$ cat src/rtl/mvlf_pkg.sv
// Shared types and constants for the multi-voice linear fade block.
`timescale 1ns / 1ps
package mvlf_pkg;
  localparam int VOICE_SLOTS_DEF = 16;
  localparam logic [15:0] LEVEL_ONE = 16'd32768;

  localparam logic [1:0] CMD_ADD    = 2'd0;
  localparam logic [1:0] CMD_REMOVE = 2'd1;
  localparam logic [1:0] CMD_START  = 2'd2;
  localparam logic [1:0] CMD_TICK   = 2'd3;

  typedef enum logic [2:0] {
    ST_IDLE,
    ST_SCAN,
    ST_EVAL,
    ST_DIV,
    ST_EMIT
  } state_t;

  typedef struct packed {
    logic load;
    logic scan_step;
    logic apply;
    logic eval;
    logic div_start;
    logic div_step;
    logic emit;
    logic next_slot;
  } ctrl_t;

  typedef struct packed {
    logic is_tick;
    logic scan_done;
    logic need_div;
    logic div_done;
    logic last_slot;
  } stat_t;
endpackage

$ cat src/rtl/mvlf_ctrl.sv
// Controller state machine sequencing commands, slot walks and division.
`timescale 1ns / 1ps
module mvlf_ctrl (
  input  logic             clk,
  input  logic             rst,
  input  logic             in_valid,
  output logic             in_stall,
  input  logic             out_valid,
  input  logic             out_stall,
  input  mvlf_pkg::stat_t  stat,
  output mvlf_pkg::ctrl_t  ctrl
);
  mvlf_pkg::state_t state, state_next;

  always_ff @(posedge clk) begin
    if (rst) state <= mvlf_pkg::ST_IDLE;
    else state <= state_next;
  end

  logic out_free;
  assign out_free = !out_valid || !out_stall;

  always_comb begin
    state_next = state;
    case (state)
      mvlf_pkg::ST_IDLE: if (in_valid) state_next = mvlf_pkg::ST_SCAN;
      mvlf_pkg::ST_SCAN: begin
        if (stat.is_tick) state_next = mvlf_pkg::ST_EVAL;
        else if (stat.scan_done && out_free) state_next = mvlf_pkg::ST_EMIT;
      end
      mvlf_pkg::ST_EVAL: state_next = stat.need_div ? mvlf_pkg::ST_DIV : mvlf_pkg::ST_EMIT;
      mvlf_pkg::ST_DIV: if (stat.div_done) state_next = mvlf_pkg::ST_EMIT;
      mvlf_pkg::ST_EMIT: begin
        if (out_free) begin
          if (stat.is_tick && !stat.last_slot) state_next = mvlf_pkg::ST_EVAL;
          else state_next = mvlf_pkg::ST_IDLE;
        end
      end
      default: state_next = mvlf_pkg::ST_IDLE;
    endcase
  end

  always_comb begin
    ctrl = '0;
    in_stall = 1'b1;
    case (state)
      mvlf_pkg::ST_IDLE: begin
        in_stall = 1'b0;
        ctrl.load = in_valid;
      end
      mvlf_pkg::ST_SCAN: begin
        ctrl.scan_step = !stat.is_tick && !stat.scan_done;
        ctrl.apply = !stat.is_tick && stat.scan_done && out_free;
      end
      mvlf_pkg::ST_EVAL: begin
        ctrl.eval = 1'b1;
        ctrl.div_start = stat.need_div;
      end
      mvlf_pkg::ST_DIV: ctrl.div_step = !stat.div_done;
      mvlf_pkg::ST_EMIT: begin
        ctrl.emit = out_free;
        ctrl.next_slot = out_free && stat.is_tick;
      end
      default: ;
    endcase
  end
endmodule

$ cat config.mk
export PLATFORM = sky130hd
export DESIGN_NAME = mvlf_ctrl
export DESIGN_NICKNAME = d
export VERILOG_FILES = /design/src/rtl/mvlf_pkg.sv /design/src/rtl/mvlf_ctrl.sv
export SDC_FILE = /design/constraint.sdc
export NUM_CORES = 1
export LEC_CHECK = 0
export ABC_AREA = 1
export BUFFER_PORTS_ARGS = -buffer_cell sky130_fd_sc_hd__clkbuf_2
export CAP_MARGIN = 10
export CELL_PAD_IN_SITES_DETAIL_PLACEMENT = 1
export CELL_PAD_IN_SITES_GLOBAL_PLACEMENT = 1
export CORE_AREA = 2 2 39 41
export CTS_BUF_LIST = sky130_fd_sc_hd__clkbuf_4 sky130_fd_sc_hd__clkbuf_8 sky130_fd_sc_hd__clkbuf_16
export DETAILED_ROUTE_END_ITERATION = 10
export DIE_AREA = 0 0 41 43
export PLACE_DENSITY_LB_ADDON = 0.1
export SETUP_SLACK_MARGIN = 0.05
export SYNTH_ARGS = -nofsm -noshare
export SYNTH_HDL_FRONTEND = slang
export SYNTH_SLANG_ARGS = --single-unit
$ cat constraint.sdc
create_clock -name clk -period 1.6 [get_ports clk]
set_input_delay 0.16 -clock clk [delete_from_list [all_inputs] [get_ports clk]]
set_output_delay 0.16 -clock clk [all_outputs]
set_load 0.02 [all_outputs]
==> out/qor.txt <==
Yosys top cell area share - 18.5%
# Post-CTS Setup Buffers - 0
Area Overhead vs Synth - 43.2%
Initial Util - 23.4%
Post-CTS Resized - 0
CTS root buf - clkbuf_4
vias in the first global route - 392
FF-to-FF End - state[2]
Max Freq - 706 MHz
Die ar. - 0.00176 sq mm
RSZ-0062 raised after global routing - false
syn_area_per_cell - 5.23 sq um
largest net degree at the start of global routing - 7
Worst R2R Start - state[1]
Reg clk slew, reported paths - 0.04 ns
Hold Crit Depth - 4
Tightest Hold Check Type - input pin to flip-flop
final HPWL from detailed placement - 805 um
status - finished clean
final WL - 887 um
gr usage total - 12.3%
DR iter-0 viols - 3
insertion delay to the later sink of the worst-skew pair - 0.23 ns
DR pass1 iterations - 2
fill count - 210
Final Max Tran Viols - 0
FF-to-FF path depth - 9
CORE AREA - 0.00138 sq mm
Slowest-stage cell, CP - dfxtp_1
Ports - 19
area taken by multi-input logic gates - 215 sq um
CTS tree - done
via count - 418
CP Launch Type - flip-flop
Max-Cap Viols - 0
Max Buffers Root-to-Sink - 2
Antenna Violating Nets Remaining - 0
most area-consuming cells after synthesis - dfxtp_1 (19%), nand2_1 (19%), nor2_1 (17%)
biggest regs - state (3)
Leak - 0.300 nW
Setup Viol. Count Final - 0
Worst Tran Pin Value - 0.243 ns
Hold Path Sink - state[0]
cts hold-fix bufs - 0
syn_nets - 72
wire per inst - 8.87 um
Cell Area, Placed - 434 sq um
worst path required time - 1.44 ns
Final nets - 95
finished layout cell area - 464 sq um
max reg flops - 3
clock sink count - 3
CP cell instances - nor3_2 -> inv_1 -> nor3_1 -> clkbuf_2
setup tns final - 0 ns
Arr. time, crit path - 1.26 ns
Yosys cell types - 13
Max IR drop VDD - 0.000718 V
Post-Syn Area - 324 sq um
critical path capture point type - output port
Min Hold Slack - 0.191 ns
FF/Latch Area - 60.1 sq um
FF-to-FF setup slack - 0.44 ns
Vert. Die Dim - 43 um
Yosys reg bits - 3
DR vias/cell - 4.18
slowest cell delay on critical path - 0.36 ns
PD cells - 1900 mW/mm^2
CTS Buf Count - 3
# diodes - 0
Setup Crit Path Kind - flip-flop to output port
DRC Markers - 0
Top reg by flops - state
Final Hold Fails - 0
final worst-path cycle share - 88.6%
min-delay src - rst
final worst path period need - 1.42 ns
initial antenna violation count - 0
Congestion Overflow GR - 0
worst-path fanout max - 6
layout cells sized above 1 - 39.3%
Port Buffers - 18
CTS H-Tree Depth - 1
clk_skew - 0.00410 ns
row count - 14
Final GP Congestion - 0.691
register area share after synthesis - 18.5%
Yosys warning total - 0
Die Width - 41 um
Mapped Cells - 62
relative slew slack - 83.8%
Synth area leader - dfxtp_1
first-pass GRT wire length - 1.50 mm
## how the worst max path moves through the flow
stage / start / end / slack (ns) / cells after the start
final: state[0] / ctrl[0] / 0.18 / 4
after CTS: state[0] / ctrl[0] / 0.16 / 4
after global routing: state[0] / ctrl[0] / 0.05 / 4
after floorplan: state[0] / ctrl[0] / 0.32 / 3
after detailed placement: state[0] / ctrl[0] / 0.42 / 4
after global placement: state[1] / state[2] / 0.40 / 9
## power breakdown
part	switching, mW	leakage, nW	internal, mW
logic	0.384	0.257	0.195
clock network	0.0377	0.0184	0.110
registers	0.0446	0.0248	0.113
total	0.466	0.300	0.418
## layout by cell type (no fill, tap or decap), types with 3 or more instances in the layout
master / n
inv_2: 5
dfxtp_1: 3
clkbuf_2: 18
inv_1: 8
nor2_1: 15
a21oi_1: 3
clkbuf_4: 4
nand2_1: 16
## routing by layer
metal  track usage, %  vias to the layer above  wire length (um)
li1                 -                      231                 -
met1             16.3                      179               431
met2             17.8                        8               414
met3             3.14                        0                41
met4             6.00                        0                 0
met5                0                        -                 0
## critical path, delay by kind of cell, from the launching register on
kind                   cells  cell delay (ns)
buffers and inverters      2             0.27
DFF                        1             0.36
and+or+nand+nor            2             0.38
## cell families (layout without fill, tap and decap cells)
group           after synthesis  count (layout)  share of synthesized area [%]
compound gates                5               5                           9.26
buf+inv                      13              35                           15.1
simple gates                 41              41                           57.1
flops                         3               3                           18.5
## Yosys cell counts (all sizes together)
| master | count |
|---|---|
| dfxtp | 3 |
| nor3 | 3 |
| nand2 | 18 |
| a21oi | 3 |
| nor2 | 16 |
| nand3 | 4 |
| inv | 13 |
| o211ai | 2 |
## metrics by stage
| stage | setup slack (ns) | cells | power, mW | utilization (%) |
|---|---|---|---|---|
| 3_5_place_dp | 0.417 | 96 | 0.751 | 31.4 |
| 2_1_floorplan | 0.324 | 62 | 0.592 | - |
| 5_1_grt | 0.0514 | 100 | 1.00 | 33.5 |
| 3_3_place_gp | 0.405 | 96 | 0.752 | 31.4 |
| 4_1_cts | 0.160 | 100 | 0.907 | 33.5 |
| 6_report | 0.183 | 100 | 0.884 | 33.5 |
## final cells by class
class	count	share of cell area, %
Timing Repair Buffer	18	19.4
Tap cell	16	4.31
Sequential cell	3	12.9
Clock buffer	4	6.47
Inverter	13	10.5
Multi-Input combinational cell	46	46.4
Note: power is estimated with default switching activity, not from simulation.
